**config.mk**
```make
export PLATFORM = sky130hd
export DESIGN_NAME = knn_cell
export DESIGN_NICKNAME = d
export VERILOG_FILES = /design/src/hdl/knn_pkg.sv /design/src/hdl/knn_cell.sv
export SDC_FILE = /design/constraint.sdc
export NUM_CORES = 1
export LEC_CHECK = 0
export ABC_AREA = 1
export BUFFER_PORTS_ARGS = -buffer_cell sky130_fd_sc_hd__buf_2
export CORE_MARGIN = 1
export CORE_UTILIZATION = 25
export DETAILED_ROUTE_END_ITERATION = 12
export GPL_ROUTABILITY_DRIVEN = 0
export MAX_ROUTING_LAYER = met4
export PLACE_DENSITY = 0.48
export REMOVE_ABC_BUFFERS = 1
export SETUP_SLACK_MARGIN = 0.1
export SKIP_CTS_REPAIR_TIMING = 1
export SYNTH_ARGS = -nofsm -noshare
export SYNTH_HDL_FRONTEND = slang
export SYNTH_SLANG_ARGS = --single-unit
export TNS_END_PERCENT = 100
```
**constraint.sdc**
```tcl
create_clock -name clock -period 8.2 [get_ports clock]
set_input_delay 1.64 -clock clock [delete_from_list [all_inputs] [get_ports clock]]
set_output_delay 1.64 -clock clock [all_outputs]
set_load 0.05 [all_outputs]
```
**src/hdl/knn_pkg.sv**
```systemverilog
`timescale 1ns / 1ps
// knn_pkg: request/response structs, mode, status and register codes
// for the k-nearest-neighbour classifier. No dependencies.
package knn_pkg;

   localparam logic [1:0] MODE_CLEAR  = 2'd0;
   localparam logic [1:0] MODE_TRAIN  = 2'd1;
   localparam logic [1:0] MODE_QUERY  = 2'd2;
   localparam logic [1:0] MODE_UNUSED = 2'd3;

   localparam logic [2:0] STATUS_STORED     = 3'd0;
   localparam logic [2:0] STATUS_PREDICTION = 3'd1;
   localparam logic [2:0] STATUS_MISMATCH   = 3'd2;
   localparam logic [2:0] STATUS_FULL       = 3'd3;
   localparam logic [2:0] STATUS_EMPTY      = 3'd4;

   localparam logic CSR_NEIGHBOURS = 1'b0;
   localparam logic CSR_FEATURES   = 1'b1;

   typedef struct packed {
      logic [1:0] mode;
      logic [7:0] feature_value;
      logic [1:0] class_label;
      logic       last_element;
   } knn_req_type;

   typedef struct packed {
      logic [2:0] status;
      logic [1:0] predicted_class;
   } knn_rsp_type;

   // chain control, common to every cell
   typedef struct packed {
      logic clear;
      logic insert;
      logic shift;
   } knn_cell_ctrl_type;

   // store write enables
   typedef struct packed {
      logic train_we;
      logic label_we;
      logic query_we;
   } knn_wr_type;

endpackage

```
**src/hdl/knn_cell.sv**
```systemverilog
`timescale 1ns / 1ps
// knn_cell: one slot of the sorted neighbour chain.
// Depends on knn_pkg.
module knn_cell #(
   parameter int DIST_BITS = 21
) (
   input  logic                       clock,
   input  logic                       reset,
   input  knn_pkg::knn_cell_ctrl_type ctrl,
   input  logic                       enable,
   input  logic [DIST_BITS-1:0]       ins_dist,
   input  logic [1:0]                 ins_label,
   input  logic                       left_take,
   input  logic                       left_valid,
   input  logic [DIST_BITS-1:0]       left_dist,
   input  logic [1:0]                 left_label,
   input  logic                       right_valid,
   input  logic [DIST_BITS-1:0]       right_dist,
   input  logic [1:0]                 right_label,
   output logic                       take,
   output logic                       valid,
   output logic [DIST_BITS-1:0]       cur_dist,
   output logic [1:0]                 label
);

   logic                 valid_ff;
   logic [DIST_BITS-1:0] dist_ff;
   logic [1:0]           label_ff;

   // strict compare: an equal distance lands behind, so lower index wins
   assign take = enable & ctrl.insert & (~valid_ff | (ins_dist < dist_ff));

   always_ff @(posedge clock) begin
      if (reset || ctrl.clear) begin
         valid_ff <= 1'b0;
      end else if (ctrl.shift) begin
         valid_ff <= right_valid;
         dist_ff  <= right_dist;
         label_ff <= right_label;
      end else if (take) begin
         if (left_take) begin
            valid_ff <= left_valid;
            dist_ff  <= left_dist;
            label_ff <= left_label;
         end else begin
            valid_ff <= 1'b1;
            dist_ff  <= ins_dist;
            label_ff <= ins_label;
         end
      end
   end

   assign valid    = valid_ff;
   assign cur_dist = dist_ff;
   assign label    = label_ff;

endmodule

```
Word level (Yosys, flattened, before mapping)

Cells that the tools add are included.

Bitwise operators: 5
$lt $le $gt $ge: 1
Reduce and logical (&&, ||, !) cells: 3
Muxes and demuxes: 9

Operators with widths:

| cell                | number |
|---|---|
| two-way mux 21 bit  | 3 |
| < comparator 21 bit | 1 |
| two-way mux 2 bit   | 3 |
| two-way mux 1 bit   | 3 |
| AND 1 bit           | 2 |
| inverter 1 bit      | 2 |
| AND reduction 2 bit | 1 |
| nonzero test 2 bit  | 1 |
| logical OR 1 bit    | 1 |
| OR 1 bit            | 1 |

Output and inout port bits: 25
Flip-flop bits (word level): 24
Logic and storage cells: 21

Depth between registers and ports, before layout

Gate-level depths: netlist of the first run.

Depth in word-level cells: 5
Depth in mapped cells: 14

Worst setup path before layout of the first run

No wires, ideal clock.

Path type: input-to-output
From: in ins_dist[20]
To: out take
Data arrival time: 2.776 ns
Cell stages on the path: 10
Slack: 3.784 ns
Cell sequence: ha_1 > nand2_1 > inv_1 > nand2_1 > nand2_1 > a21oi_1 > nand3_1 > nand2_1 > nand2_2 > inv_1

Cells in the longest elaborated chain, start to end: 3

RTL lines:

| item                | line           | text |
|---|---|---|
| start: declaration  | knn_cell.sv:11 | `input logic [DIST_BITS-1:0] ins_dist,` |
| < comparator 21 bit | knn_cell.sv:31 | `assign take = enable & ctrl.insert & (~valid_ff \| (ins_dist < dist_ff));` |
| OR 1 bit            | knn_cell.sv:31 |  |
| AND 1 bit           | knn_cell.sv:31 |  |
| end: declaration    | knn_cell.sv:20 | `output logic take,` |

Every way passes these cells.

Final worst setup path of the first run

Ends and elaborated chain as after synthesis.

==> results of run 1 <==
[cell families after synthesis]
logic type               synth area share
buffers and inverters             0.09059
AND/OR/NAND/NOR                    0.2042
AO/OA/AOI/OAI                      0.1700
flip-flops                         0.3958
adder cells (fa/ha/maj)            0.1394
[worst min-delay path by stage]
| stage | start | end | slack (ns) | cells after the start |
|---|---|---|---|---|
| 3_5_place_dp | valid | valid | 0.61 | 4 |
| 2_1_floorplan | valid | valid | 0.81 | 4 |
| 3_3_place_gp | valid | valid | 0.61 | 4 |
| 5_1_grt | valid | valid | 0.67 | 4 |
| 6_report | valid | valid | 0.62 | 4 |
| 4_1_cts | valid | valid | 0.63 | 4 |
[registers in the layout (all words and copies together), names as in the netlist]
register  flops
label         2
valid         1
cur_dist     21
[per-layer routing]
layer	vias up	GRT usage	wire length, um
met3	2	0.03333	244
met4	0	0.01818	23
met5	-	-	0
met2	55	0.2525	2412
li1	981	-	-
met1	796	0.1833	2420
[placed cells by master, fill, tap and decap left out]
cell type	count
buf_2	102
nand2_1	58
a21oi_1	53
nor2_1	32
inv_1	30
edfxtp_1	23
ha_1	20
inv_2	3
clkbuf_8	3
clkinv_1	2
nand3_1	2
nand2_2	2
a21o_1	1
nor2_2	1
o21bai_1	1
a21boi_2	1
a211o_1	1
a21oi_2	1
buf_4	1
dfxtp_1	1
[cell type report]
class                      instances  area, sq um
fill                             773         4422
timing repair buffer             103        518.0
sequential                        24        710.7
multi-input combinational        173        925.9
clock inverter                     1        3.754
clock buffer                       3        41.29
tap                               96        120.1
inverter                          34        127.6
[cells in the mapped netlist (all sizes together) (2+ instances only)]
| library cell | number | area [sq um] |
|---|---|---|
| ha | 20 | 250.2 |
| nand2 | 60 | 230.2 |
| clkbuf | 7 | 26.28 |
| edfxtp | 23 | 690.7 |
| nor2 | 33 | 126.4 |
| a21oi | 54 | 274.0 |
| nand3 | 2 | 10.01 |
| inv | 33 | 123.9 |
| buf | 2 | 8.750 |
[power breakdown]
group	internal, uW	switching (uW)
combinational	34.0	57.9
sequential	142	2.18
clock	33.6	43.4
total	209	103
[metrics by stage]
stage	utilization	power, uW	hold slack, ns	setup slack (ns)	cells
floorplan	-	201.0	0.8093	3.784	231
global placement	0.3497	239.6	0.6090	3.529	430
detailed placement	0.3497	239.9	0.6150	3.534	430
CTS	0.3563	317.9	0.6288	3.538	434
global route	0.3563	333.7	0.6712	3.348	434
finish	0.3563	312.8	0.6225	3.584	434
[tightest hold or removal path, stage by stage, from the launching register on]
cell and delay [ns]:
dfxtp_1 0.34, nand2_1 0.08, nand2_2 0.07, nand2_2 0.06, a21oi_2 0.04
==> out/metrics.yaml, run 1 <==
synthesis:
  ys_async_sr_fraction: 0
  avgSynthCellArea_sq_um: 7.481
  synthDistinctLibCells: 20
  synth_edf_count: 23
  synth_area_sq_um: 1795
  ys_seq_area_frac: 0.3958
  yosysWarningCount: 0
  ys.flop_type: "edfxtp_1"
  ys_ff_latch: 24
  synthCells: 240
sta:
  drv_slew: 0
  fin_setup_tns_ns: 0
  final-setup-viol-count: 0
  rsz0062_at_grt: "no"
  finClkSkew_ns: 0.008154
  worst_pin_slew_ns: 0.8221
  fin_crit_ns: 4.616
  max_freq_mhz: 216.6
  period_share: 0.5630
  slew_headroom: 0.4487
  timing_hold_violations_final: 0
setup_path:
  crit_start: "ins_dist[20]"
  cp_slowest_stage_delay_ns: 0.30
  rr_worst_depth: 12
  crit_cells: 12
  end_kind: "output port"
  reg2reg_to: "cur_dist[12]"
  cp_max_fo: 3
  crit_required_ns: 6.56
  critPathKind: "primary input to output port"
  cp-endpoint: "take"
  reg2reg_setup_slack_ns: 5.56
  cpLargestDelayFamily: "simple AND/OR/NAND/NOR gates"
  path_cells: "buf_2 > ha_1 > nand2_1 > inv_1 > nand2_1 > nand2_1 > a21oi_1 > nand3_1 > nand2_1 > nand2_2 > inv_1 > buf_2"
  r2r_start: "cur_dist[15]"
  start_kind: "primary input"
  cp.arrival_ns: 2.98
  critPathSlowestCell: "ha_1"
  crit_buf_inv: 4
  cp_common_cell: "nand2_1"
global_route:
  grt_pass1_vias: 1818
  overflow: 0
  grt_max_degree: 28
  gr-usage-all-layers: 0.1478
  grt_pass1_wl_um: 8376
  antenna_found_initial: 0
clock_tree:
  root_buffer: "clkbuf_8"
  clock-sinks: 24
  clk_pin_slew_ns: 0.10
  cts_buffers: 3
  clockBufferDepth: 2
  cts_tree: "done"
  clock_latency_ns: 0.27
  htreeDepth: 1
cells_and_area:
  area_growth_pct: 36.31
  drive_above_1_share: 0.3373
  antenna_cells: 0
  nets: 437
  finalInstanceArea_sq_um: 2447
worst_hold_path:
  holdCritPathClass: "flip-flop to flip-flop"
pwr:
  leakage_uw: 0.001295
  cellPowerDensity_nw_per_um2: 127.8
  ir_drop_uv: 61.74
floorplan:
  die_x_um: 86.75
  start_util: 0.2614
  core_sq_um: 6869
  fp-row-count: 30
  dieArea_sq_um: 7525
  die_h_um: 86.75
  ios: 103
routing:
  wl_per_cell_um: 11.75
  initialDrtViolationCount: 58
  drt_pass1_iterations: 4
  num_vias: 1834
  ant_nets: 0
  drc: 0
  vias_per_cell: 4.226
  routed_wl_um: 5100
place:
  dp_hpwl_um: 3781
  port_buffers: 102
  placed_area_sq_um: 2402
status:
  status: "finished, final reports clean"
job:
  cap_violations: 0
Note: power is estimated with default switching activity, not from simulation.
==> inputs of run 2 (changes only) <==
--- a/config.mk
+++ b/config.mk
@@ -5,7 +5,7 @@
 export SDC_FILE = /design/constraint.sdc
 export NUM_CORES = 1
 export LEC_CHECK = 0
-export ABC_AREA = 1
+export ABC_AREA = 0
 export BUFFER_PORTS_ARGS = -buffer_cell sky130_fd_sc_hd__buf_2
 export CORE_MARGIN = 1
 export CORE_UTILIZATION = 25
==> constraint.sdc (replaced) <==
create_clock -name clock -period 4.8 [get_ports clock]
set_input_delay 0.96 -clock clock [delete_from_list [all_inputs] [get_ports clock]]
set_output_delay 0.96 -clock clock [all_outputs]
set_load 0.05 [all_outputs]
==> run 2 against run 1 <==
Net effect: first-iteration DRC count fell by 40%; synthesized cell count fell by 25%; global-route usage shrank 2.3 points; die area increased by 0.21%; clock power increased by 86%.
==> out/metrics.yaml, run 2 <==
synthesis:
  ys_seq_area_frac: 0.3950  # -0.0008258
  synthCells: 181  # -25%
  synth_top_area_frac: 0.3839  # -0.0008025
  ys_ff_latch: 24  # unchanged
  synth_top_area_cell: "edfxtp_1"
  yosysWarningCount: 0  # unchanged
  ys_async_sr_fraction: 0  # unchanged
  synth.top_cells.by_area: "edfxtp_1, ha_1, mux2i_1"
  synth_edf_count: 23  # unchanged
  synth_common_cells: "nand2_1, edfxtp_1, mux2i_1, o21ai_0, inv_1"
  synth_area_sq_um: 1799  # +0.21%
  ys.flop_type: "edfxtp_1"
  avgSynthCellArea_sq_um: 9.940  # +33%
  synth.most_common_cell: "nand2_1"
  synthDistinctLibCells: 32  # +60%
clock_tree:
  clk_pin_slew_ns: 0.09  # about the same
  cts_buffers: 3  # unchanged
  clock_latency_ns: 0.27  # about the same
  root_buffer: "clkbuf_8"
  clock-sinks: 24  # unchanged
  clockBufferDepth: 2  # unchanged
  cts_tree: "done"
  htreeDepth: 1  # unchanged
cells_and_area:
  largest_register_ffs: 21  # unchanged
  nets: 380  # -13%
  final_cell_mix: "buf_2, nand2_1, mux2i_1, o21ai_0, edfxtp_1"
  final_util: 0.3590  # +0.002732
  antenna_cells: 0  # unchanged
  final_common_cell: "buf_2"
  drive_above_1_share: 0.4164  # +0.07909
  area_growth_pct: 37.07
floorplan:
  ios: 103  # unchanged
  die_x_um: 86.84  # +0.10%
  dieArea_sq_um: 7540  # +0.21%
  fp-row-count: 30  # unchanged
  start_util: 0.2619  # +0.0005465
  core_sq_um: 6869  # unchanged
  die_h_um: 86.84  # +0.10%
routing:
  routed_wl_um: 4562  # -11%
  vias_per_cell: 4.220  # -0.13%
  ant_nets: 0  # unchanged
  wl_met3_um: 194  # -20%
  wl_met1_um: 2005  # -17%
  drt_pass1_iterations: 4  # unchanged
  initialDrtViolationCount: 35  # -40%
  drc: 0  # unchanged
  wl_per_cell_um: 12.10  # +3.0%
  wl_met2_um: 2344  # -2.8%
  num_vias: 1591  # -13%
  top_layer_used: "met4"
place:
  dp_hpwl_um: 3605  # -4.6%
  port_buffers: 102  # unchanged
pwr:
  p_switching_uw: 168.4  # +63%
  p_comb_frac: 0.288  # -0.006
  p_int_uw: 378.3  # +81%
  clkPwrFrac: 0.261  # +0.015
  pwr-share-seq: 0.451  # -0.009
  switching_share: 0.3080  # -0.02291
  ir_drop_uv: 110.3  # +79%
  leakage_uw: 0.001258  # -2.9%
  cellPowerDensity_nw_per_um2: 221.7  # +73%
setup_path:
  cp_max_fo: 3  # unchanged
  rr_worst_depth: 8  # -4
  end_kind: "output port"
  crit_required_ns: 3.84  # -2.72 ns
  critPathKind: "primary input to output port"
  cp.arrival_ns: 2.56  # -0.42 ns
  reg2reg_to: "label[0]"
  r2r_start: "cur_dist[3]"
  reg2reg_setup_slack_ns: 2.44  # -3.12 ns
  start_kind: "primary input"
sta:
  final-setup-viol-count: 0  # unchanged
  rsz0062_at_grt: "no"
  finClkSkew_ns: 0.003837  # -0.004317 ns
  period_share: 0.7323
  worst_pin_slew_ns: 0.7497  # -0.07238 ns
  fin_setup_tns_ns: 0  # unchanged
  drv_slew: 0  # unchanged
  max_freq_mhz: 284.5
  timing_hold_violations_final: 0  # unchanged
  slew_headroom: 0.5002  # +0.05146
  fin_crit_ns: 3.515
worst_hold_path:
  whs_endpoint: "valid"
  min_from: "valid"
  holdPathStages: 2  # -2
  holdCritPathClass: "flip-flop to flip-flop"
global_route:
  grt_max_degree: 29  # +3.6%
  gr-usage-all-layers: 0.1249  # -0.02290
  grt_pass1_vias: 1470  # -19%
  grt_pass1_wl_um: 6962  # -17%
  antenna_found_initial: 0  # unchanged
  overflow: 0  # unchanged
job:
  cap_violations: 0  # unchanged
status:
  status: "finished, final reports clean"
-- run 2: changes by cell type in the layout (fill, tap and decap cells not counted), moves of 3 or more --
cell,change
inv_1,-8
nor2_1,-31
mux2i_1,+23
nand2_1,-30
o21a_1,+3
inv_2,-3
o21ai_0,+23
a21oi_1,-46
-- run 2: power groups by stage --
stage	registers [uW]	clock network (uW)	logic (uW)
final	247	143	157
after global routing	248	158	176
after CTS	247	152	161
after detailed placement	252	0	160
after global placement	251	0	158
after floorplan	283	0	59.8
-- run 2: area by class of cell --
class / instances / area [sq um]
Sequential cell: 24 / 710.7
Fill cell: 757 / 4403
Tap cell: 96 / 120.1
Multi-Input combinational cell: 127 / 972.2
Clock buffer: 4 / 55.05
Inverter: 22 / 82.58
Timing Repair Buffer: 104 / 525.5
-- run 2: routing by layer --
metal	GRT usage	vias up
met2	0.2198	49
met1	0.1531	689
met3	0.02286	2
met4	0.01364	0
met5	-	-
li1	-	851
-- run 2: logic make-up after synthesis --
kind of cell	after synthesis	share of synthesized area
buffers and inverters	30	0.06467
AND/OR/NAND/NOR	39	0.1043
adder cells (fa/ha/maj)	20	0.1391
flip-flops	24	0.3950
AO/OA/AOI/OAI	45	0.1690
multiplexers	23	0.1280
-- run 2: worst max-delay path by stage --
stage | startpoint | endpoint | slack (ns) | depth (start not counted)
floorplan | ins_dist[20] | cur_dist[0] | 1.19 | 6
global placement | ins_dist[3] | take | 1.24 | 7
detailed placement | ins_dist[3] | take | 1.24 | 7
CTS | ins_dist[3] | take | 1.24 | 7
global route | ins_dist[3] | take | 1.17 | 7
finish | ins_dist[3] | take | 1.28 | 7
-- run 2: critical path, stage by stage --
cell       delay [ns]
buf_2            0.11
ha_1             0.31
a21o_2           0.21
o21ai_1          0.21
a2111oi_4        0.12
o32ai_2          0.31
buf_2            0.32
-- run 2: through the flow --
stage | area, sq um | hold slack [ns] | power, uW | worst slack, ns | instances
6_report | 2466 | 0.5176 | 546.7 | 1.285 | 377
4_1_cts | 2466 | 0.5209 | 559.9 | 1.239 | 377
5_1_grt | 2466 | 0.5574 | 582.1 | 1.169 | 377
3_3_place_gp | 2411 | 0.5093 | 409.8 | 1.240 | 373
3_5_place_dp | 2411 | 0.5019 | 411.9 | 1.235 | 373
2_1_floorplan | 1765 | 0.7233 | 343.2 | 1.189 | 173
==> inputs of run 3 (changes only) <==
==> constraint.sdc (replaced) <==
create_clock -name clock -period 3.62 [get_ports clock]
set_input_delay 0.724 -clock clock [delete_from_list [all_inputs] [get_ports clock]]
set_output_delay 0.724 -clock clock [all_outputs]
set_load 0.05 [all_outputs]
==> run 3 against run 2 <==
Net effect: core utilization rose by 0.35 points; wire length increased by 0.59%; non-clock buffer count is 1 higher; sequential power increased by 32%; clock power increased by 71%; clock skew down 0.0023 ns; sequential share of layout area decreased by 0.28 points; register-to-register slack lost 1.3 ns; combinational power increased by 33%; die area is the same; hold slack improved by 0.0052 ns; critical endpoint unchanged; largest cell class unchanged; highest routed layer unchanged.
==> out/metrics.yaml, run 3 (synthesis gave the netlist of run 2 again) <==
clock_tree:
  root_buffer: "clkbuf_8"
  cts_buffers: 3  # unchanged
  clock_latency_ns: 0.27  # about the same
  clockBufferDepth: 2  # unchanged
  cts_tree: "done"
  clk_pin_slew_ns: 0.09  # about the same
  clock-sinks: 24  # unchanged
  htreeDepth: 1  # unchanged
floorplan:
  ios: 103  # unchanged
  dieArea_sq_um: 7540  # unchanged
  core_sq_um: 6869  # unchanged
  die_h_um: 86.84  # unchanged
  die_x_um: 86.84  # unchanged
  start_util: 0.2619  # unchanged
  fp-row-count: 30  # unchanged
place:
  place_ws_ns: 0.5085  # -0.7265 ns
  placed_area_sq_um: 2419  # +0.31%
  port_buffers: 102  # unchanged
  dp_hpwl_um: 3657  # +1.4%
global_route:
  overflow: 0  # unchanged
  grt_max_degree: 50  # +72%
  antenna_found_initial: 0  # unchanged
  gr-usage-all-layers: 0.1263  # +0.001404
  grt_pass1_vias: 1514  # +3.0%
  grt_pass1_wl_um: 6996  # +0.49%
setup_path:
  critPathKind: "primary input to output port"
  start_kind: "primary input"
  r2r_start: "cur_dist[3]"
  cp.arrival_ns: 2.36  # -0.20 ns
  reg2reg_to: "cur_dist[14]"
  crit_start: "ins_dist[3]"
  rr_worst_depth: 8  # unchanged
  cp-endpoint: "take"
  crit_required_ns: 2.90  # -0.94 ns
  end_kind: "output port"
  cp_max_fo: 3  # unchanged
  reg2reg_setup_slack_ns: 1.12  # -1.32 ns
worst_hold_path:
  holdCritPathClass: "flip-flop to flip-flop"
cells_and_area:
  final_cell_mix: "buf_2, nand2_1, mux2i_1, o21ai_0, edfxtp_1"
  antenna_cells: 0  # unchanged
  area_growth_pct: 38.39
  num-fill-cells: 740  # -2.2%
  finalInstanceArea_sq_um: 2490  # +0.96%
  nets: 381  # +0.26%
  largest_register_ffs: 21  # unchanged
  drive_above_1_share: 0.4184  # +0.002070
  seq_area_sq_um: 710.7  # unchanged
  final_common_cell: "buf_2"
  multi_input_area_sq_um: 972.2  # unchanged
sta:
  fin_crit_ns: 3.087
  postLayoutSetupSlackWorst_ns: 0.5330  # -0.7518 ns
  max_freq_mhz: 323.9
  final-setup-viol-count: 0  # unchanged
  slew_headroom: 0.4968  # -0.003364
  period_share: 0.8528
  rsz0062_at_grt: "no"
  timing_hold_violations_final: 0  # unchanged
  drv_slew: 0  # unchanged
  worst_pin_slew_ns: 0.7547  # +0.005046 ns
  finClkSkew_ns: 0.001565  # -0.002272 ns
  fin_setup_tns_ns: 0  # unchanged
pwr:
  total_power_uw: 781.2  # +43%
  leakage_uw: 0.001270  # +0.97%
  cellPowerDensity_nw_per_um2: 313.8  # +42%
  ir_drop_uv: 132.3  # +20%
routing:
  num_vias: 1620  # +1.8%
  drc: 0  # unchanged
  ant_nets: 0  # unchanged
  wl_per_cell_um: 12.14  # +0.33%
  routed_wl_um: 4589  # +0.59%
  vias_per_cell: 4.286  # +1.6%
  drt_pass1_iterations: 4  # unchanged
  initialDrtViolationCount: 38  # +8.6%
status:
  status: "finished, final reports clean"
job:
  cap_violations: 0  # unchanged
## run 3: report_power, final
part | internal, uW | total [uW] | switching, uW
registers | 322 | 327 | 5.37
clock network | 148 | 245 | 96.7
logic | 83.1 | 209 | 126
total | 553 | 781 | 228
## run 3: worst min-delay path by stage
stage,start,endpoint,depth (start not counted)
after floorplan,valid,valid,2
after global placement,valid,valid,2
after detailed placement,valid,valid,2
after CTS,valid,valid,2
after global routing,valid,valid,2
final,valid,valid,2
## run 3: critical path, stage by stage
cell,delay [ns]
buf_2,0.11
ha_1,0.31
a21o_2,0.22
o21ai_1,0.21
a2111oi_4,0.12
o32ai_2,0.35
buf_2,0.33
## run 3: area by class of cell
type,count,area share
Multi-Input combinational cell,127,0.3905
Sequential cell,24,0.2854
Timing Repair Buffer,105,0.2141
Clock inverter,1,0.01206
Inverter,22,0.03317
Tap cell,96,0.04824
Clock buffer,3,0.01658
## run 3: through the flow
step,cells,utilization,hold WS [ns]
after global placement,374,0.3521,0.5088
after floorplan,173,-,0.7233
final,378,0.3625,0.5228
after global routing,378,0.3625,0.5545
after CTS,378,0.3625,0.5311
after detailed placement,374,0.3521,0.5121
## run 3: metal layers
metal	routed length, um	global-route usage
met1	2053	0.1512
met2	2244	0.2183
met3	203	0.01810
met4	86	0.03939
met5	0	-
